### config.mk
export PLATFORM = sky130hd
export DESIGN_NAME = mppt_perturb_observe_unit_flat
export DESIGN_NICKNAME = d
export VERILOG_FILES = /design/src/design/mppo_pkg.sv /design/src/design/mppo_if.sv /design/src/design/mppo_in_reg.sv /design/src/design/mppo_tracker.sv /design/src/design/mppt_perturb_observe_unit.sv /design/src/flat_wrapper.sv
export SDC_FILE = /design/constraint.sdc
export NUM_CORES = 1
export LEC_CHECK = 0
export ABC_CLOCK_PERIOD_IN_PS = 5800
export BUFFER_PORTS_ARGS = -buffer_cell sky130_fd_sc_hd__buf_2
export CAP_MARGIN = 40
export CORE_MARGIN = 5
export CORE_UTILIZATION = 32
export DETAILED_ROUTE_END_ITERATION = 10
export GPL_TIMING_DRIVEN = 0
export PLACE_DENSITY = 0.51
export SYNTH_ARGS = -nofsm -noshare
export SYNTH_HDL_FRONTEND = slang
export SYNTH_HIERARCHICAL = 1
export SYNTH_SLANG_ARGS = --single-unit
export TNS_END_PERCENT = 30
### constraint.sdc
create_clock -name clk -period 5.8 [get_ports clk]
set_clock_uncertainty 0.05 [all_clocks]
set_input_delay 0.29 -clock clk [delete_from_list [all_inputs] [get_ports clk]]
set_output_delay 0.29 -clock clk [all_outputs]
set_load 0.01 [all_outputs]
### src/design/mppo_pkg.sv
// Shared constants and types for the perturb-and-observe power point tracker.
`timescale 1ns / 1ps
`default_nettype none

package mppo_pkg;

	localparam int DUTY_BITS_DEF  = 8;
	localparam int POWER_BITS_DEF = 16;

	// Configuration port geometry: two 8-bit registers.
	localparam int CFG_DATA_BITS  = 8;
	localparam int CFG_INDEX_BITS = 1;

	localparam int RESET_DUTY_STEP = 5;
	localparam int RESET_MAX_DUTY  = 255;

	typedef enum logic [CFG_INDEX_BITS-1:0] {
		REG_DUTY_STEP = 1'b0,
		REG_MAX_DUTY  = 1'b1
	} cfg_reg_t;

	// Kind of the next power sample.
	typedef enum logic [1:0] {
		PROBE_REF  = 2'd0,
		PROBE_LOW  = 2'd1,
		PROBE_HIGH = 2'd2
	} probe_t;

endpackage

`default_nettype wire

### src/design/mppo_if.sv
// Valid/ready channel interfaces for power samples and duty results.
`timescale 1ns / 1ps
`default_nettype none

interface mppo_in_if #(
	parameter int POWER_BITS = mppo_pkg::POWER_BITS_DEF
) ();
	logic                  valid;
	logic                  ready;
	logic                  action;
	logic [POWER_BITS-1:0] power_sample;

	modport source (output valid, output action, output power_sample, input ready);
	modport sink (input valid, input action, input power_sample, output ready);
endinterface

interface mppo_out_if #(
	parameter int DUTY_BITS = mppo_pkg::DUTY_BITS_DEF
) ();
	logic                 valid;
	logic                 ready;
	logic [DUTY_BITS-1:0] duty_request;
	logic                 calibrating;
	logic [1:0]           probe_phase;
	logic                 duty_moved;

	modport source (output valid, output duty_request, output calibrating,
		output probe_phase, output duty_moved, input ready);
	modport sink (input valid, input duty_request, input calibrating,
		input probe_phase, input duty_moved, output ready);
endinterface

`default_nettype wire

### src/design/mppo_in_reg.sv
// Input register stage that holds one accepted sample beat.
`timescale 1ns / 1ps
`default_nettype none

module mppo_in_reg #(
	parameter int POWER_BITS = mppo_pkg::POWER_BITS_DEF
) (
	input  wire         clk,
	input  wire         arst_n,
	mppo_in_if.sink     up,
	mppo_in_if.source   dn
);
	import mppo_pkg::*;

	logic                  valid_s1;
	logic                  action_s1;
	logic [POWER_BITS-1:0] power_s1;

	// The stage refills in the same cycle that the downstream takes it.
	assign up.ready = !valid_s1 || dn.ready;

	always_ff @(posedge clk or negedge arst_n) begin
		if (!arst_n) begin
			valid_s1 <= 1'b0;
		end else if (up.ready) begin
			valid_s1 <= up.valid;
		end
	end

	always_ff @(posedge clk) begin
		if (up.valid && up.ready) begin
			action_s1 <= up.action;
			power_s1  <= up.power_sample;
		end
	end

	assign dn.valid        = valid_s1;
	assign dn.action       = action_s1;
	assign dn.power_sample = power_s1;

endmodule

`default_nettype wire

### src/design/mppo_tracker.sv
// Tracker state, configuration registers, next-duty logic and result register.
`timescale 1ns / 1ps
`default_nettype none

module mppo_tracker #(
	parameter int DUTY_BITS  = mppo_pkg::DUTY_BITS_DEF,
	parameter int POWER_BITS = mppo_pkg::POWER_BITS_DEF
) (
	input  wire                                      clk,
	input  wire                                      arst_n,
	input  wire                                      cfg_we,
	input  wire  [mppo_pkg::CFG_INDEX_BITS-1:0]      cfg_index,
	input  wire  [mppo_pkg::CFG_DATA_BITS-1:0]       cfg_wdata,
	mppo_in_if.sink                                  stg,
	mppo_out_if.source                               res
);
	import mppo_pkg::*;

	logic [DUTY_BITS-1:0]  duty_step_q;
	logic [DUTY_BITS-1:0]  max_duty_q;

	logic                  cal_q;
	probe_t                phase_q;
	logic [DUTY_BITS-1:0]  od_q;
	logic [POWER_BITS-1:0] ref_q;

	logic                  res_valid_q;
	logic [DUTY_BITS-1:0]  res_duty_q;
	logic                  res_cal_q;
	probe_t                res_phase_q;
	logic                  res_moved_q;

	logic                  load;
	probe_t                ph_eff;
	logic [DUTY_BITS-1:0]  duty_dn;
	logic [DUTY_BITS-1:0]  duty_upv;
	logic                  cal_d;
	probe_t                phase_d;
	logic [DUTY_BITS-1:0]  od_d;
	logic [POWER_BITS-1:0] ref_d;
	logic [DUTY_BITS-1:0]  req_d;
	logic                  higher;

	assign stg.ready = !res_valid_q || res.ready;
	assign load      = stg.valid && stg.ready;

	always_ff @(posedge clk or negedge arst_n) begin
		if (!arst_n) begin
			duty_step_q <= DUTY_BITS'(RESET_DUTY_STEP);
			max_duty_q  <= DUTY_BITS'(RESET_MAX_DUTY);
		end else if (cfg_we) begin
			unique case (cfg_reg_t'(cfg_index))
				REG_DUTY_STEP: duty_step_q <= DUTY_BITS'(cfg_wdata);
				REG_MAX_DUTY:  max_duty_q  <= DUTY_BITS'(cfg_wdata);
				default: ;
			endcase
		end
	end

	// Saturating probe duties around the operating duty.
	always_comb begin
		duty_dn = (od_q > duty_step_q) ? (od_q - duty_step_q) : '0;
		if (od_q >= max_duty_q) begin
			duty_upv = max_duty_q;
		end else if ((max_duty_q - od_q) > duty_step_q) begin
			duty_upv = od_q + duty_step_q;
		end else begin
			duty_upv = max_duty_q;
		end
	end

	// An upper probe is meaningless during calibration and is read as a reference.
	always_comb begin
		case (phase_q)
			PROBE_LOW:  ph_eff = PROBE_LOW;
			PROBE_HIGH: ph_eff = cal_q ? PROBE_REF : PROBE_HIGH;
			default:    ph_eff = PROBE_REF;
		endcase
	end

	assign higher = stg.power_sample > ref_q;

	always_comb begin
		cal_d   = cal_q;
		phase_d = PROBE_REF;
		od_d    = od_q;
		ref_d   = ref_q;
		req_d   = od_q;
		if (stg.action) begin
			cal_d = 1'b1;
			od_d  = max_duty_q;
			req_d = max_duty_q;
		end else if (ph_eff == PROBE_REF) begin
			ref_d   = stg.power_sample;
			phase_d = PROBE_LOW;
			req_d   = duty_dn;
		end else if (cal_q) begin
			// Sweep down; stop once the lower duty gives less power or duty hits zero.
			od_d  = duty_dn;
			req_d = duty_dn;
			if ((ref_q > stg.power_sample) || (duty_dn == '0)) begin
				cal_d = 1'b0;
			end
		end else if (ph_eff == PROBE_LOW) begin
			if (higher) begin
				od_d  = duty_dn;
				req_d = duty_dn;
			end else begin
				phase_d = PROBE_HIGH;
				req_d   = duty_upv;
			end
		end else begin
			if (higher) begin
				od_d  = duty_upv;
				req_d = duty_upv;
			end
		end
	end

	always_ff @(posedge clk or negedge arst_n) begin
		if (!arst_n) begin
			cal_q       <= 1'b1;
			phase_q     <= PROBE_REF;
			od_q        <= DUTY_BITS'(RESET_MAX_DUTY);
			ref_q       <= '0;
			res_valid_q <= 1'b0;
		end else begin
			if (load) begin
				cal_q   <= cal_d;
				phase_q <= phase_d;
				od_q    <= od_d;
				ref_q   <= ref_d;
			end
			if (stg.ready) begin
				res_valid_q <= stg.valid;
			end
		end
	end

	always_ff @(posedge clk) begin
		if (load) begin
			res_duty_q  <= req_d;
			res_cal_q   <= cal_d;
			res_phase_q <= phase_d;
			res_moved_q <= (od_d != od_q);
		end
	end

	assign res.valid        = res_valid_q;
	assign res.duty_request = res_duty_q;
	assign res.calibrating  = res_cal_q;
	assign res.probe_phase  = res_phase_q;
	assign res.duty_moved   = res_moved_q;

	// A restart beat always reports calibration at the maximum duty.
	a_restart: assert property (@(posedge clk) disable iff (!arst_n)
		load && stg.action |=> res_cal_q && (res_duty_q == $past(max_duty_q)))
		else $error("restart did not return to calibration at max duty");

	// The moved flag reflects exactly a change of the operating duty.
	a_moved: assert property (@(posedge clk) disable iff (!arst_n)
		load |=> res_moved_q == (od_q != $past(od_q)))
		else $error("duty_moved disagrees with operating duty update");

	// The reported calibration flag matches the state left behind.
	a_cal: assert property (@(posedge clk) disable iff (!arst_n)
		load |=> (res_cal_q == cal_q) && (res_phase_q == phase_q))
		else $error("result flags disagree with tracker state");

endmodule

`default_nettype wire

### src/design/mppt_perturb_observe_unit.sv
// Top level of the perturb-and-observe maximum power point tracker.
// A sample beat passes through the input register stage and then the result register.
// Throughput: one beat per cycle while result_ch is not stalled; the next-duty decision
// is combinational, and all tracker state updates when the result register loads.
// Reset (arst_n low, asynchronous): calibration mode, reference phase, operating duty
// 255, reference power 0, duty step 5, max duty 255; both channel stages empty.
`timescale 1ns / 1ps
`default_nettype none

module mppt_perturb_observe_unit #(
	parameter int DUTY_BITS  = mppo_pkg::DUTY_BITS_DEF,
	parameter int POWER_BITS = mppo_pkg::POWER_BITS_DEF
) (
	input  wire                                  clk,
	input  wire                                  arst_n,
	input  wire                                  cfg_we,
	input  wire  [mppo_pkg::CFG_INDEX_BITS-1:0]  cfg_index,
	input  wire  [mppo_pkg::CFG_DATA_BITS-1:0]   cfg_wdata,
	mppo_in_if.sink                              sample_ch,
	mppo_out_if.source                           result_ch
);
	import mppo_pkg::*;

	// Each sample beat is either a power reading taken at the duty last requested,
	// or a restart command. The input register decouples the sample channel from
	// the tracker, so one more beat can be held while the tracker result waits downstream.
	mppo_in_if #(.POWER_BITS(POWER_BITS)) stage_ch ();

	mppo_in_reg #(
		.POWER_BITS (POWER_BITS)
	) u_in_reg (
		.clk    (clk),
		.arst_n (arst_n),
		.up     (sample_ch),
		.dn     (stage_ch)
	);

	// The tracker holds the configuration registers and the sweep/probe state.
	// Calibration walks down from the maximum duty one step per pair of samples;
	// tracking probes one step below, then above unless the lower probe won, and moves
	// toward the higher power. Every result beat carries the duty to apply next.
	mppo_tracker #(
		.DUTY_BITS  (DUTY_BITS),
		.POWER_BITS (POWER_BITS)
	) u_tracker (
		.clk       (clk),
		.arst_n    (arst_n),
		.cfg_we    (cfg_we),
		.cfg_index (cfg_index),
		.cfg_wdata (cfg_wdata),
		.stg       (stage_ch),
		.res       (result_ch)
	);

endmodule

`default_nettype wire

### src/flat_wrapper.sv
// flat-port wrapper written by rule: the top's interface ports become plain ports
module mppt_perturb_observe_unit_flat import mppo_pkg::*;
#(
	parameter int DUTY_BITS  = mppo_pkg::DUTY_BITS_DEF,
	parameter int POWER_BITS = mppo_pkg::POWER_BITS_DEF
)
  (clk, arst_n, cfg_we, cfg_index, cfg_wdata, sample_ch_valid, sample_ch_action, sample_ch_power_sample, sample_ch_ready, result_ch_valid, result_ch_duty_request, result_ch_calibrating, result_ch_probe_phase, result_ch_duty_moved, result_ch_ready);
  mppo_in_if #(.POWER_BITS(POWER_BITS)) sample_ch_i ();
  mppo_out_if #(.DUTY_BITS(DUTY_BITS)) result_ch_i ();
  input  wire clk;
  input  wire arst_n;
  input  wire cfg_we;
  input  wire  [mppo_pkg::CFG_INDEX_BITS-1:0] cfg_index;
  input  wire  [mppo_pkg::CFG_DATA_BITS-1:0] cfg_wdata;
  input wire logic [$bits(sample_ch_i.valid)-1:0] sample_ch_valid;
  input wire logic [$bits(sample_ch_i.action)-1:0] sample_ch_action;
  input wire logic [$bits(sample_ch_i.power_sample)-1:0] sample_ch_power_sample;
  output wire logic [$bits(sample_ch_i.ready)-1:0] sample_ch_ready;
  output wire logic [$bits(result_ch_i.valid)-1:0] result_ch_valid;
  output wire logic [$bits(result_ch_i.duty_request)-1:0] result_ch_duty_request;
  output wire logic [$bits(result_ch_i.calibrating)-1:0] result_ch_calibrating;
  output wire logic [$bits(result_ch_i.probe_phase)-1:0] result_ch_probe_phase;
  output wire logic [$bits(result_ch_i.duty_moved)-1:0] result_ch_duty_moved;
  input wire logic [$bits(result_ch_i.ready)-1:0] result_ch_ready;
  assign sample_ch_i.valid = sample_ch_valid;
  assign sample_ch_i.action = sample_ch_action;
  assign sample_ch_i.power_sample = sample_ch_power_sample;
  assign sample_ch_ready = sample_ch_i.ready;
  assign result_ch_valid = result_ch_i.valid;
  assign result_ch_duty_request = result_ch_i.duty_request;
  assign result_ch_calibrating = result_ch_i.calibrating;
  assign result_ch_probe_phase = result_ch_i.probe_phase;
  assign result_ch_duty_moved = result_ch_i.duty_moved;
  assign result_ch_i.ready = result_ch_ready;
  mppt_perturb_observe_unit #(.DUTY_BITS(DUTY_BITS), .POWER_BITS(POWER_BITS)) u_core (.clk(clk), .arst_n(arst_n), .cfg_we(cfg_we), .cfg_index(cfg_index), .cfg_wdata(cfg_wdata), .sample_ch(sample_ch_i), .result_ch(result_ch_i));
endmodule
==> flow_summary.html, run 1 <==
<table>
<tr><th>Metric</th><th>Value</th></tr>
<tr><th colspan="2">Synthesis</th></tr>
<tr><td>Count of flip-flops with a built-in enable after synthesis</td><td>29</td></tr>
<tr><td>Post-Syn Area per Cell</td><td>roughly 9 µm²</td></tr>
<tr><td>Netlist area before placement</td><td>5620 µm²</td></tr>
<tr><td>Gate Count Post-Synth</td><td>roughly 610</td></tr>
<tr><td>Post-synth top area share</td><td>between 10% and 20%</td></tr>
<tr><td>Flops &amp; latches, synth</td><td>74</td></tr>
<tr><td>Cell type with the highest aggregate area in the netlist</td><td>edfxtp_1</td></tr>
<tr><td>Net count after synthesis</td><td>slightly below 700</td></tr>
<tr><td>Post-synth ARST share</td><td>60.8%</td></tr>
<tr><td>Post-synthesis cell type count</td><td>79</td></tr>
<tr><td>Count of yosys warnings during synthesis</td><td>6</td></tr>
<tr><td>Flip-flop cell with the highest count after synthesis</td><td>edfxtp_1</td></tr>
<tr><td>Most area-consuming cells after synthesis</td><td>edfxtp_1 (15%), dfrtp_1 (12%), ha_1 (11%)</td></tr>
<tr><td>Sequential share of the synthesized area</td><td>between 30% and 40%</td></tr>
<tr><th colspan="2">Clocking</th></tr>
<tr><td>CTS Root Cell</td><td>clkbuf_16</td></tr>
<tr><td>Clk sink count</td><td>74</td></tr>
<tr><td>CTS tree</td><td>built</td></tr>
<tr><td>CTS max path bufs</td><td>2</td></tr>
<tr><td>Number of buffers added by the clock tree synthesis step</td><td>9</td></tr>
<tr><td>Setup fix buffers added after clock tree synthesis</td><td>0</td></tr>
<tr><td>Worst-skew pair later-pin latency</td><td>340 ps</td></tr>
<tr><td>Clock-pin transition on the worst setup and hold timing paths</td><td>approximately 60 ps</td></tr>
<tr><td>H-tree level count</td><td>3</td></tr>
<tr><th colspan="2">Worst setup path</th></tr>
<tr><td>Most frequent CP cell</td><td>mux2i_1</td></tr>
<tr><td>Type of element launching the critical path</td><td>flip-flop</td></tr>
<tr><td>Crit end category</td><td>flip-flop</td></tr>
<tr><td>Arrival time at the worst endpoint</td><td>5010 ps</td></tr>
<tr><td>Largest delay contributor family on the critical path</td><td>compound AO/OA/AOI/OAI gates</td></tr>
<tr><td>Critical path data required time</td><td>5820 ps</td></tr>
<tr><td>Buffer and inverter count on the worst path</td><td>2</td></tr>
<tr><td>Maximum fanout along the worst path</td><td>10</td></tr>
<tr><td>Ordered cell list for the critical path</td><td>inv_1 -&gt; ha_1 -&gt; a21o_1 -&gt; a21o_1 -&gt; a21oi_1 -&gt; nor2_1 -&gt; o21ai_0 -&gt; nand2b_1 -&gt; a21oi_1 -&gt; xnor2_1 -&gt; ha_1 -&gt; o21a_1 -&gt; a21oi_2 -&gt; a31oi_1 -&gt; and3_1 -&gt; buf_6 -&gt; mux2i_1 -&gt; mux2i_1 -&gt; mux2i_1 -&gt; nor4_1 -&gt; nand4_1</td></tr>
<tr><td>Slowest stage delay, CP</td><td>roughly 660 ps</td></tr>
<tr><td>Slowest cell on the critical path</td><td>dfstp_2</td></tr>
<tr><td>Setup Crit Path Kind</td><td>flip-flop to flip-flop</td></tr>
<tr><th colspan="2">Cells and area</th></tr>
<tr><td>Final design utilization</td><td>between 30% and 40%</td></tr>
<tr><td># diodes</td><td>0</td></tr>
<tr><td>Share of layout cells above drive strength 1</td><td>a little under a fifth</td></tr>
<tr><td>Post-layout instance area</td><td>approximately 6500 µm²</td></tr>
<tr><td>Layout net count</td><td>between 700 and 800</td></tr>
<tr><td>Fillers</td><td>approximately 1700</td></tr>
<tr><td>Signed area change from the synthesized netlist to the final layout</td><td>15.7%</td></tr>
<tr><th colspan="2">STA</th></tr>
<tr><td>Clock period minus worst slack</td><td>between 4000 and 5000 ps</td></tr>
<tr><td>Transition time at the pin with the least slew margin</td><td>~860 ps</td></tr>
<tr><td>Slew Limit Fails</td><td>0</td></tr>
<tr><td>Minimum setup slack in the final design</td><td>~810 ps</td></tr>
<tr><td>Setup TNS Final</td><td>0 ps</td></tr>
<tr><td>Crit share post-route</td><td>a little under nine tenths</td></tr>
<tr><td>Worst relative slew slack</td><td>between 40 and 50%</td></tr>
<tr><td>Max frequency</td><td>around 0.2 GHz</td></tr>
<tr><td>Final count of hold timing violations</td><td>0</td></tr>
<tr><td>Final setup violation count</td><td>0</td></tr>
<tr><td>RSZ-0062 raised after global routing</td><td>no</td></tr>
<tr><th colspan="2">Outcome</th></tr>
<tr><td>Run status</td><td>complete, no violations</td></tr>
<tr><th colspan="2">Power</th></tr>
<tr><td>Power density over cell area</td><td>between 400 and 500 nW/µm²</td></tr>
<tr><td>Worst VDD drop</td><td>around 0.19 mV</td></tr>
<tr><td>Leak Pwr</td><td>0.00275 µW</td></tr>
<tr><th colspan="2">GRT</th></tr>
<tr><td>Wire length of the first global-routing pass</td><td>approximately 27000 µm</td></tr>
<tr><td>Antenna violations before repair</td><td>0</td></tr>
<tr><td>Global-route congestion overflow total</td><td>0</td></tr>
<tr><td>Pin count of the biggest net entering global routing</td><td>34</td></tr>
<tr><td>Global-route usage over all layers</td><td>between 10% and 20%</td></tr>
<tr><td>Number of global-route vias before repair</td><td>4868</td></tr>
<tr><th colspan="2">Route</th></tr>
<tr><td>Ratio of routed vias to standard cells</td><td>5.41</td></tr>
<tr><td>Count of routing violations after the opening detailed-route iteration</td><td>between 300 and 400</td></tr>
<tr><td>Post-route DRC violation count</td><td>0</td></tr>
<tr><td>Total wire length</td><td>between 15000 and 20000 µm</td></tr>
<tr><td>DRT antenna net count</td><td>0</td></tr>
<tr><td>Detailed-route via count</td><td>approximately 4900</td></tr>
<tr><td>TritonRoute pass-1 iters</td><td>5</td></tr>
<tr><td>Detail-routed net length per standard cell</td><td>approximately 19 µm</td></tr>
<tr><th colspan="2">Die</th></tr>
<tr><td>Die H</td><td>143 µm</td></tr>
<tr><td>FP Rows</td><td>48</td></tr>
<tr><td>Chip width</td><td>~140 µm</td></tr>
<tr><td>Starting density of the core</td><td>approximately 33%</td></tr>
<tr><td>I/O pin cnt</td><td>45</td></tr>
<tr><td>Area inside the core boundary</td><td>17300 µm²</td></tr>
<tr><td>Die outline area</td><td>20300 µm²</td></tr>
<tr><th colspan="2">Placed design</th></tr>
<tr><td>RePlAce Congestion</td><td>a little under 1</td></tr>
<tr><td>Pre-CTS WS</td><td>876 ps</td></tr>
<tr><td>Hpwl dp</td><td>13500 µm</td></tr>
<tr><td>Count of input and output buffers</td><td>44</td></tr>
<tr><td>Total placed instance area</td><td>between 6000 and 7000 µm²</td></tr>
<tr><th colspan="2">Min path</th></tr>
<tr><td>Kind of path behind the tightest hold check</td><td>primary input to flip-flop</td></tr>
<tr><th colspan="2">Flow run</th></tr>
<tr><td>Max capacitance violation total</td><td>0</td></tr>
</table>
-- cell usage after synthesis (8+ instances only) --
cell and n:
nand3_1 13, nor2_1 34, nand2b_1 10, a21o_1 8
nand4_1 13, nand2_1 66, ha_1 49, edfxtp_1 29
xor2_1 8, dfrtp_1 26, o21ai_0 54, inv_1 49
mux2i_1 11, mux2_2 12, dfstp_2 19, clkbuf_1 18
a21oi_1 39
-- path summary, 6_finish.rpt --
path,from,endpoint,slack (ps),cells after the start
max in group asynchronous,arst_n,u_core/u_tracker/max_duty_q[1]$_DFFE_PN1P_,4770,3
hold / removal,sample_ch_power_sample[2],u_core/u_in_reg/dn.power_sample[2]$_DFFE_PP_,70,1
setup reg to reg,u_core/u_tracker/od_q[1]$_DFFE_PN1P_,u_core/u_tracker/res.duty_moved$_DFFE_PP_,810,21
setup / recovery,u_core/u_tracker/od_q[1]$_DFFE_PN1P_,u_core/u_tracker/res.duty_moved$_DFFE_PP_,810,21
min in group asynchronous,arst_n,u_core/u_tracker/ref_q[1]$_DFFE_PN0P_,350,2
hold reg to reg,u_core/u_tracker/ref_q[8]$_DFFE_PN0P_,u_core/u_tracker/ref_q[8]$_DFFE_PN0P_,430,2
-- worst register-to-register path: stages (launching register included) --
cell and delay [ps]:
dfstp_2 660, inv_1 210, ha_1 340, a21o_1 180, a21o_1 200, a21oi_1 170
nor2_1 70, o21ai_0 140, nand2b_1 70, a21oi_1 170, xnor2_1 140, ha_1 270
o21a_1 120, a21oi_2 200, a31oi_1 130, and3_1 210, buf_6 160, mux2i_1 280
mux2i_1 220, mux2i_1 190, nor4_1 390, nand4_1 160
-- layout by cell type, fill, tap and decap left out, types with 13 or more instances in the layout --
master and instances:
clkbuf_1 18, nor2_1 34, nand3_1 13, ha_1 49
dfrtp_1 26, nand4_1 13, a21oi_1 39, nand2_1 66
buf_2 46, edfxtp_1 29, dfstp_2 19, o21ai_0 54
inv_1 49
-- logic make-up after synthesis --
group / Yosys count / synth area share, %
buf+inv: 79 / 6.05
compound gates: 182 / 22.2
fa+ha+maj: 52 / 12.0
xor+xnor: 15 / 2.34
simple gates: 181 / 15.9
mux: 28 / 5.70
flops: 74 / 35.9
-- power by group --
| group | total, µW | internal (µW) | switching (µW) |
|---|---|---|---|
| registers | 772 | 675 | 96.8 |
| clock network | 660 | 425 | 234 |
| logic | 1690 | 679 | 1010 |
-- sequential cells by signal, summed over array words and instances, names as in the netlist, 2 cells and up --
register                           cells
u_core/u_in_reg/dn.power_sample       16
u_core/u_tracker/duty_step_q           8
u_core/u_tracker/max_duty_q            8
u_core/u_tracker/od_q                  8
u_core/u_tracker/phase_q               2
u_core/u_tracker/ref_q                16
u_core/u_tracker/res.duty_request      8
u_core/u_tracker/res.probe_phase       2
-- final cells by class --
type                            count  area (µm²)  area share [%]
Buffer                             28         149            2.29
Clock buffer                        9         225            3.46
Clock inverter                      7         124            1.90
Inverter                           51         191            2.94
Multi-Input combinational cell    458        3260            50.2
Sequential cell                    74        2020            31.1
Tap cell                          225         282            4.33
Timing Repair Buffer               46         250            3.85
-- routing by layer --
metal	wire, µm	GRT usage, %	share of wire [%]
met3	701	2.22	4.1
met4	429	6.40	2.5
met2	8280	28.8	48
met5	0	0	0
met1	7790	22.7	45
-- what timing repair did --
action,4_1_cts,5_1_grt
resized for setup,0,0
hold endpoints to repair,6,0
hold buffers,1,0
-- metrics by stage --
stage / std cells / hold WS, ps / power, µW
5_1_grt: 898 / 57.2 / 3350
2_1_floorplan: 611 / -55.6 / 2000
3_3_place_gp: 880 / 417 / 2420
6_report: 898 / 69.5 / 3120
4_1_cts: 898 / 54.6 / 3130
3_5_place_dp: 881 / 181 / 2450
(Power assumes the default switching activity.)
==> run 2, diff against run 1 <==
--- a/config.mk
+++ b/config.mk
@@ -12,7 +12,8 @@
 export CORE_UTILIZATION = 32
 export DETAILED_ROUTE_END_ITERATION = 10
 export GPL_TIMING_DRIVEN = 0
-export PLACE_DENSITY = 0.51
+export MAX_ROUTING_LAYER = met4
+export PLACE_DENSITY_LB_ADDON = 0.15
 export SYNTH_ARGS = -nofsm -noshare
 export SYNTH_HDL_FRONTEND = slang
 export SYNTH_HIERARCHICAL = 1
==> flow_summary.html, run 2 (same netlist as run 1, synthesis figures left out) <==
<table>
<tr><th>Metric</th><th>Value</th></tr>
<tr><th colspan="2">Die</th></tr>
<tr><td>Area inside the core boundary</td><td>17300 µm² (unchanged)</td></tr>
<tr><td>Die H</td><td>143 µm (unchanged)</td></tr>
<tr><td>Chip width</td><td>143 µm (unchanged)</td></tr>
<tr><td>I/O pin cnt</td><td>45 (unchanged)</td></tr>
<tr><td>FP Rows</td><td>48 (unchanged)</td></tr>
<tr><td>Die outline area</td><td>20300 µm² (unchanged)</td></tr>
<tr><td>Starting density of the core</td><td>32.5% (unchanged)</td></tr>
<tr><th colspan="2">Placed design</th></tr>
<tr><td>Count of input and output buffers</td><td>44 (unchanged)</td></tr>
<tr><td>Hpwl dp</td><td>13000 µm (-3.2%)</td></tr>
<tr><td>RePlAce Congestion</td><td>1.03 (+6.6%)</td></tr>
<tr><th colspan="2">Route</th></tr>
<tr><td>Count of routing violations after the opening detailed-route iteration</td><td>365 (+13%)</td></tr>
<tr><td>TritonRoute pass-1 iters</td><td>7 (+2)</td></tr>
<tr><td>Ratio of routed vias to standard cells</td><td>5.44 (+0.41%)</td></tr>
<tr><td>Post-route DRC violation count</td><td>0 (unchanged)</td></tr>
<tr><td>Total wire length</td><td>17000 µm (-1.2%)</td></tr>
<tr><td>Detail-routed net length per standard cell</td><td>18.9 µm (-1.2%)</td></tr>
<tr><td>DRT antenna net count</td><td>0 (unchanged)</td></tr>
<tr><td>Detailed-route via count</td><td>4882 (+0.41%)</td></tr>
<tr><th colspan="2">Cells and area</th></tr>
<tr><td>Layout net count</td><td>751 (unchanged)</td></tr>
<tr><td>Signed area change from the synthesized netlist to the final layout</td><td>14.6%</td></tr>
<tr><td>Final design utilization</td><td>37.3% (-0.35 points)</td></tr>
<tr><td>Share of layout cells above drive strength 1</td><td>18.6% (-0.30 points)</td></tr>
<tr><td># diodes</td><td>0 (unchanged)</td></tr>
<tr><td>Commonest non-fill, non-tap cell in the layout</td><td>nand2_1</td></tr>
<tr><td>Most frequent cells in the layout</td><td>nand2_1 (66), o21ai_0 (54), inv_1 (49), ha_1 (49), buf_2 (46)</td></tr>
<tr><th colspan="2">STA</th></tr>
<tr><td>Final count of hold timing violations</td><td>0 (unchanged)</td></tr>
<tr><td>Slew Limit Fails</td><td>0 (unchanged)</td></tr>
<tr><td>Transition time at the pin with the least slew margin</td><td>786 ps (-75.1 ps)</td></tr>
<tr><td>Crit share post-route</td><td>85.1% (-0.97 points)</td></tr>
<tr><td>RSZ-0062 raised after global routing</td><td>no</td></tr>
<tr><td>Clock period minus worst slack</td><td>4940 ps (-56.2 ps)</td></tr>
<tr><td>Final setup violation count</td><td>0 (unchanged)</td></tr>
<tr><td>Hold Slack</td><td>72.4 ps (+2.82 ps)</td></tr>
<tr><td>Max frequency</td><td>0.203 GHz (+1.1%)</td></tr>
<tr><td>Setup TNS Final</td><td>0 ps (unchanged)</td></tr>
<tr><td>Worst relative slew slack</td><td>47.2% (+5.0 points)</td></tr>
<tr><th colspan="2">Power</th></tr>
<tr><td>Power density over cell area</td><td>467 nW/µm² (-2.8%)</td></tr>
<tr><td>Worst VDD drop</td><td>0.171 mV (-9.3%)</td></tr>
<tr><td>Leak Pwr</td><td>0.00272 µW (-1.0%)</td></tr>
<tr><th colspan="2">Worst setup path</th></tr>
<tr><td>Critical path data required time</td><td>5810 ps (about the same)</td></tr>
<tr><td>Internal reg-to-reg setup slack</td><td>860 ps (+60 ps)</td></tr>
<tr><td>R2R depth</td><td>21 (unchanged)</td></tr>
<tr><td>Ordered cell list for the critical path</td><td>inv_1 -&gt; ha_1 -&gt; a21o_1 -&gt; a21o_1 -&gt; a21oi_1 -&gt; nor2_1 -&gt; o21ai_0 -&gt; nand2b_1 -&gt; a21oi_1 -&gt; xnor2_1 -&gt; ha_1 -&gt; o21a_1 -&gt; a21oi_2 -&gt; a31oi_1 -&gt; and3_1 -&gt; buf_6 -&gt; mux2_4 -&gt; a22oi_4 -&gt; a31oi_1 -&gt; nor4_1 -&gt; nand4_1</td></tr>
<tr><td>Maximum fanout along the worst path</td><td>10 (unchanged)</td></tr>
<tr><td>Largest delay contributor family on the critical path</td><td>compound AO/OA/AOI/OAI gates</td></tr>
<tr><td>Type of element launching the critical path</td><td>flip-flop</td></tr>
<tr><td>Stages on worst setup path</td><td>21 (unchanged)</td></tr>
<tr><td>Arrival time at the worst endpoint</td><td>4950 ps (-60 ps)</td></tr>
<tr><td>Buffer and inverter count on the worst path</td><td>2 (unchanged)</td></tr>
<tr><td>Setup Crit Path Kind</td><td>flip-flop to flip-flop</td></tr>
<tr><td>Crit end category</td><td>flip-flop</td></tr>
<tr><td>Slowest cell on the critical path</td><td>dfstp_2</td></tr>
<tr><td>Slowest stage delay, CP</td><td>660 ps (about the same)</td></tr>
<tr><th colspan="2">GRT</th></tr>
<tr><td>Number of global-route vias before repair</td><td>4823 (-0.92%)</td></tr>
<tr><td>Global-route track usage on met2</td><td>27.8% (-1.0 points)</td></tr>
<tr><td>Global-route congestion overflow total</td><td>0 (unchanged)</td></tr>
<tr><td>Routing layer with the top usage in global route</td><td>met2</td></tr>
<tr><td>Pin count of the biggest net entering global routing</td><td>34 (unchanged)</td></tr>
<tr><td>Met3 Use GR</td><td>3.23% (+1.0 points)</td></tr>
<tr><td>Global-route usage over all layers</td><td>17.5% (+0.32 points)</td></tr>
<tr><td>GR Util met1</td><td>22.2% (-0.51 points)</td></tr>
<tr><td>Wire length of the first global-routing pass</td><td>26800 µm (-0.87%)</td></tr>
<tr><td>Antenna violations before repair</td><td>0 (unchanged)</td></tr>
<tr><th colspan="2">Clocking</th></tr>
<tr><td>CTS max path bufs</td><td>2 (unchanged)</td></tr>
<tr><td>Number of cells upsized or downsized after cts</td><td>0 (unchanged)</td></tr>
<tr><td>Clock-pin transition on the worst setup and hold timing paths</td><td>60 ps (about the same)</td></tr>
<tr><td>CTS Root Cell</td><td>clkbuf_16</td></tr>
<tr><td>Clk sink count</td><td>74 (unchanged)</td></tr>
<tr><td>Number of buffers added by the clock tree synthesis step</td><td>9 (unchanged)</td></tr>
<tr><td>Worst-skew pair later-pin latency</td><td>350 ps (about the same)</td></tr>
<tr><td>H-tree level count</td><td>3 (unchanged)</td></tr>
<tr><td>CTS tree</td><td>built</td></tr>
<tr><th colspan="2">Min path</th></tr>
<tr><td>Kind of path behind the tightest hold check</td><td>primary input to flip-flop</td></tr>
<tr><td>Instance count along the most critical hold path</td><td>1 (unchanged)</td></tr>
<tr><th colspan="2">Flow run</th></tr>
<tr><td>Max capacitance violation total</td><td>0 (unchanged)</td></tr>
<tr><th colspan="2">Outcome</th></tr>
<tr><td>Run status</td><td>complete, no violations</td></tr>
</table>
==> run 2: cell count changes in the layout (fill, tap and decap cells not counted) <==
cell / previous run / this run
bufinv_16: 3 / 1
clkbuf_1: 18 / 20
clkinv_2: 1 / 2
clkinv_4: 0 / 1
inv_4: 0 / 1
inv_6: 2 / 0
inv_8: 1 / 0
==> run 2: where the power goes <==
part | total, µW | internal, µW | leakage, µW | switching (µW)
Combinational | 1680 | 678 | 0.00178 | 1000
Sequential | 772 | 675 | 0.000797 | 96.9
Clock | 556 | 333 | 0.000144 | 223
==> run 2: worst register-to-register path, stage by stage, from the launching register on <==
cell and delay (ps):
dfstp_2 660, inv_1 210, ha_1 340, a21o_1 180, a21o_1 210, a21oi_1 170
nor2_1 70, o21ai_0 150, nand2b_1 70, a21oi_1 180, xnor2_1 140, ha_1 260
o21a_1 120, a21oi_2 180, a31oi_1 110, and3_1 210, buf_6 160, mux2_4 340
a22oi_4 180, a31oi_1 140, nor4_1 360, nand4_1 160
==> run 2: final cells by class <==
cell class | instances | area, µm²
multi-input combinational | 458 | 3260
clock inverter | 5 | 55.1
tap | 225 | 282
buffer | 28 | 149
sequential | 74 | 2020
fill | 1749 | 10900
timing repair buffer | 46 | 250
inverter | 51 | 191
clock buffer | 11 | 233
==> run 2: per-stage QoR <==
step,setup slack (ps),area (µm²),total power (µW),instances
after floorplan,1610,5620,2000,611
after global placement,912,6130,2410,880
after detailed placement,915,6150,2440,881
after CTS,897,6440,3020,898
after global routing,569,6440,3230,898
final,863,6440,3010,898
==> run 2: worst paths after layout <==
kind,from,endpoint
min,sample_ch_power_sample[1],u_core/u_in_reg/dn.power_sample[1]$_DFFE_PP_
max reg2reg,u_core/u_tracker/od_q[1]$_DFFE_PN1P_,u_core/u_tracker/res.duty_moved$_DFFE_PP_
min reg2reg,u_core/u_tracker/ref_q[14]$_DFFE_PN0P_,u_core/u_tracker/ref_q[14]$_DFFE_PN0P_
max,u_core/u_tracker/od_q[1]$_DFFE_PN1P_,u_core/u_tracker/res.duty_moved$_DFFE_PP_
max in group asynchronous,arst_n,u_core/u_tracker/max_duty_q[4]$_DFFE_PN1P_
min in group asynchronous,arst_n,u_core/u_tracker/ref_q[1]$_DFFE_PN0P_
==> run 2: routing by layer <==
layer  part of all wire, %  routed length [µm]
met2                    47                8020
met3                   5.5                 939
met1                    44                7480
met4                   3.3                 555
met5                     0                   0
==> run 2: repair_timing <==
action	in CTS	in global routing
setup buffers	0	0
hold endpoints to repair	6	0
setup endpoints to repair	0	0
hold buffers	1	0
==> run 3, diff against run 2 <==
--- a/config.mk
+++ b/config.mk
@@ -8,9 +8,10 @@
 export ABC_CLOCK_PERIOD_IN_PS = 5800
 export BUFFER_PORTS_ARGS = -buffer_cell sky130_fd_sc_hd__buf_2
 export CAP_MARGIN = 40
-export CORE_MARGIN = 5
+export CORE_MARGIN = 2
 export CORE_UTILIZATION = 32
 export DETAILED_ROUTE_END_ITERATION = 10
+export GPL_ROUTABILITY_DRIVEN = 0
 export GPL_TIMING_DRIVEN = 0
 export MAX_ROUTING_LAYER = met4
 export PLACE_DENSITY_LB_ADDON = 0.15
==> flow_summary.html, run 3 (same netlist as run 1, synthesis figures left out) <==
<table>
<tr><th>Metric</th><th>Value</th></tr>
<tr><th colspan="2">Route</th></tr>
<tr><td>DRT antenna net count</td><td>0 (unchanged)</td></tr>
<tr><td>Total wire length</td><td>16400 µm (-3.6%)</td></tr>
<tr><td>TritonRoute pass-1 iters</td><td>5 (-2)</td></tr>
<tr><td>Detailed-route via count</td><td>4898 (+0.33%)</td></tr>
<tr><td>Ratio of routed vias to standard cells</td><td>5.45 (+0.33%)</td></tr>
<tr><td>Detail-routed net length per standard cell</td><td>18.2 µm (-3.6%)</td></tr>
<tr><td>Post-route DRC violation count</td><td>0 (unchanged)</td></tr>
<tr><td>Count of routing violations after the opening detailed-route iteration</td><td>377 (+3.3%)</td></tr>
<tr><th colspan="2">STA</th></tr>
<tr><td>Clock period minus worst slack</td><td>4980 ps (+43.9 ps)</td></tr>
<tr><td>Worst relative slew slack</td><td>41.5% (-5.6 points)</td></tr>
<tr><td>Slew Limit Fails</td><td>0 (unchanged)</td></tr>
<tr><td>Final setup violation count</td><td>0 (unchanged)</td></tr>
<tr><td>Final count of hold timing violations</td><td>0 (unchanged)</td></tr>
<tr><td>Transition time at the pin with the least slew margin</td><td>870 ps (+83.8 ps)</td></tr>
<tr><td>RSZ-0062 raised after global routing</td><td>no</td></tr>
<tr><td>Crit share post-route</td><td>85.9% (+0.76 points)</td></tr>
<tr><td>Max frequency</td><td>0.201 GHz (-0.88%)</td></tr>
<tr><td>Setup TNS Final</td><td>0 ps (unchanged)</td></tr>
<tr><th colspan="2">Worst setup path</th></tr>
<tr><td>Crit end category</td><td>flip-flop</td></tr>
<tr><td>Ordered cell list for the critical path</td><td>inv_1 -&gt; ha_1 -&gt; a21o_1 -&gt; a21o_1 -&gt; a21oi_1 -&gt; nor2_1 -&gt; o21ai_0 -&gt; nand2b_1 -&gt; a21oi_1 -&gt; xnor2_1 -&gt; ha_1 -&gt; o21a_1 -&gt; a21oi_2 -&gt; a31oi_1 -&gt; and3_1 -&gt; buf_6 -&gt; mux2i_1 -&gt; mux2i_1 -&gt; mux2i_1 -&gt; nor4_1 -&gt; nand4_1</td></tr>
<tr><td>Buffer and inverter count on the worst path</td><td>2 (unchanged)</td></tr>
<tr><td>Internal reg-to-reg setup slack</td><td>820 ps (-40 ps)</td></tr>
<tr><td>Arrival time at the worst endpoint</td><td>4990 ps (+40 ps)</td></tr>
<tr><td>Slowest stage delay, CP</td><td>640 ps (-20 ps)</td></tr>
<tr><td>Critical path data required time</td><td>5810 ps (about the same)</td></tr>
<tr><td>Maximum fanout along the worst path</td><td>10 (unchanged)</td></tr>
<tr><td>Type of element launching the critical path</td><td>flip-flop</td></tr>
<tr><td>R2R depth</td><td>21 (unchanged)</td></tr>
<tr><td>Reg2Reg Capture Point</td><td>u_core/u_tracker/res.duty_moved$_DFFE_PP_</td></tr>
<tr><td>Setup Crit Path Kind</td><td>flip-flop to flip-flop</td></tr>
<tr><td>Largest delay contributor family on the critical path</td><td>compound AO/OA/AOI/OAI gates</td></tr>
<tr><td>Slowest cell on the critical path</td><td>dfstp_2</td></tr>
<tr><td>Worst reg2reg path startpoint</td><td>u_core/u_tracker/od_q[1]$_DFFE_PN1P_</td></tr>
<tr><td>Most frequent CP cell</td><td>mux2i_1</td></tr>
<tr><th colspan="2">Min path</th></tr>
<tr><td>Kind of path behind the tightest hold check</td><td>primary input to flip-flop</td></tr>
<tr><td>Hold worst-path end</td><td>u_core/u_in_reg/dn.power_sample[2]$_DFFE_PP_</td></tr>
<tr><td>Instance count along the most critical hold path</td><td>1 (unchanged)</td></tr>
<tr><td>Critical hold path startpoint</td><td>sample_ch_power_sample[2]</td></tr>
<tr><th colspan="2">Cells and area</th></tr>
<tr><td>Layout net count</td><td>751 (unchanged)</td></tr>
<tr><td>Most frequent cells in the layout</td><td>nand2_1 (66), o21ai_0 (54), inv_1 (49), ha_1 (49), buf_2 (46)</td></tr>
<tr><td>Commonest non-fill, non-tap cell in the layout</td><td>nand2_1</td></tr>
<tr><td># diodes</td><td>0 (unchanged)</td></tr>
<tr><td>Signed area change from the synthesized netlist to the final layout</td><td>14.6% (about the same)</td></tr>
<tr><td>Share of layout cells above drive strength 1</td><td>18.3% (-0.30 points)</td></tr>
<tr><th colspan="2">Die</th></tr>
<tr><td>FP Rows</td><td>48 (unchanged)</td></tr>
<tr><td>I/O pin cnt</td><td>45 (unchanged)</td></tr>
<tr><td>Area inside the core boundary</td><td>17200 µm² (-0.35%)</td></tr>
<tr><td>Die H</td><td>137 µm (-4.2%)</td></tr>
<tr><td>Chip width</td><td>137 µm (-4.2%)</td></tr>
<tr><td>Starting density of the core</td><td>32.6% (+0.11 points)</td></tr>
<tr><td>Die outline area</td><td>18700 µm² (-8.2%)</td></tr>
<tr><th colspan="2">Power</th></tr>
<tr><td>Worst VDD drop</td><td>0.169 mV (-0.84%)</td></tr>
<tr><td>Leak Pwr</td><td>0.00272 µW (about the same)</td></tr>
<tr><td>Power density over cell area</td><td>466 nW/µm² (-0.14%)</td></tr>
<tr><td>Overall power after layout</td><td>3010 µW (-0.12%)</td></tr>
<tr><th colspan="2">Clocking</th></tr>
<tr><td>Number of buffers added by the clock tree synthesis step</td><td>9 (unchanged)</td></tr>
<tr><td>H-tree level count</td><td>3 (unchanged)</td></tr>
<tr><td>Number of cells upsized or downsized after cts</td><td>0 (unchanged)</td></tr>
<tr><td>Worst-skew pair later-pin latency</td><td>340 ps (about the same)</td></tr>
<tr><td>CTS max path bufs</td><td>2 (unchanged)</td></tr>
<tr><td>Clock-pin transition on the worst setup and hold timing paths</td><td>60 ps (about the same)</td></tr>
<tr><td>CTS tree</td><td>built</td></tr>
<tr><td>CTS Root Cell</td><td>clkbuf_16</td></tr>
<tr><td>Clk sink count</td><td>74 (unchanged)</td></tr>
<tr><th colspan="2">GRT</th></tr>
<tr><td>Pin count of the biggest net entering global routing</td><td>27 (-21%)</td></tr>
<tr><td>Global-route congestion overflow total</td><td>0 (unchanged)</td></tr>
<tr><td>Global-route usage over all layers</td><td>19.0% (+1.5 points)</td></tr>
<tr><td>Antenna violations before repair</td><td>0 (unchanged)</td></tr>
<tr><td>Wire length of the first global-routing pass</td><td>26100 µm (-2.6%)</td></tr>
<tr><td>Number of global-route vias before repair</td><td>4851 (+0.58%)</td></tr>
<tr><th colspan="2">Placed design</th></tr>
<tr><td>Count of input and output buffers</td><td>44 (unchanged)</td></tr>
<tr><td>Hpwl dp</td><td>12600 µm (-3.6%)</td></tr>
<tr><th colspan="2">Outcome</th></tr>
<tr><td>Run status</td><td>complete, no violations</td></tr>
<tr><th colspan="2">Flow run</th></tr>
<tr><td>Max capacitance violation total</td><td>0 (unchanged)</td></tr>
</table>
run 3: stage by stage:
stage | cell area [µm²] | hold WS, ps | std cells | worst slack (ps) | utilization, %
2_1_floorplan | 5620 | -55.6 | 611 | 1610 | -
3_3_place_gp | 6130 | 416 | 880 | 949 | 35.5
3_5_place_dp | 6150 | 254 | 881 | 913 | 35.7
4_1_cts | 6440 | 57.0 | 898 | 898 | 37.4
5_1_grt | 6440 | 57.4 | 898 | 481 | 37.4
6_report | 6440 | 69.7 | 898 | 819 | 37.4
run 3: repair_timing:
action                                 4_1_cts  5_1_grt
hold buffers                                 1        0
setup buffers                                0        0
endpoints found under the hold margin       12        0
run 3: per-layer routing:
metal | GRT usage [%] | share of wire (%)
met1 | 24.9 | 44
met2 | 29.9 | 46
met3 | 2.48 | 6.4
met4 | 7.58 | 2.9
met5 | - | 0
run 3: final cells by class:
class / count / area, µm²
Sequential cell: 74 / 2020
Buffer: 28 / 149
Tap cell: 225 / 282
Clock inverter: 4 / 42.5
Inverter: 51 / 191
Timing Repair Buffer: 46 / 250
Clock buffer: 12 / 246
Multi-Input combinational cell: 458 / 3260
Fill cell: 1778 / 10800
run 3: where the power goes:
part	total, µW	internal, µW	switching, µW
sequential	772	675	96.5
combinational	1680	679	1000
clock	555	341	214
total	3010	1700	1310
run 3: worst max-delay path by stage:
stage                                          from                                        end  slack (ps)  cells after the start
3_5_place_dp   u_core/u_tracker/od_q[1]$_DFFE_PN1P_  u_core/u_tracker/res.duty_moved$_DFFE_PP_         910                     21
4_1_cts        u_core/u_tracker/od_q[1]$_DFFE_PN1P_  u_core/u_tracker/res.duty_moved$_DFFE_PP_         900                     21
2_1_floorplan  u_core/u_tracker/od_q[1]$_DFFE_PN1P_  u_core/u_tracker/res.duty_moved$_DFFE_PP_        1610                     21
3_3_place_gp   u_core/u_tracker/od_q[1]$_DFFE_PN1P_  u_core/u_tracker/res.duty_moved$_DFFE_PP_         950                     21
5_1_grt        u_core/u_tracker/od_q[1]$_DFFE_PN1P_  u_core/u_tracker/res.duty_moved$_DFFE_PP_         480                     21
6_report       u_core/u_tracker/od_q[1]$_DFFE_PN1P_  u_core/u_tracker/res.duty_moved$_DFFE_PP_         820                     21
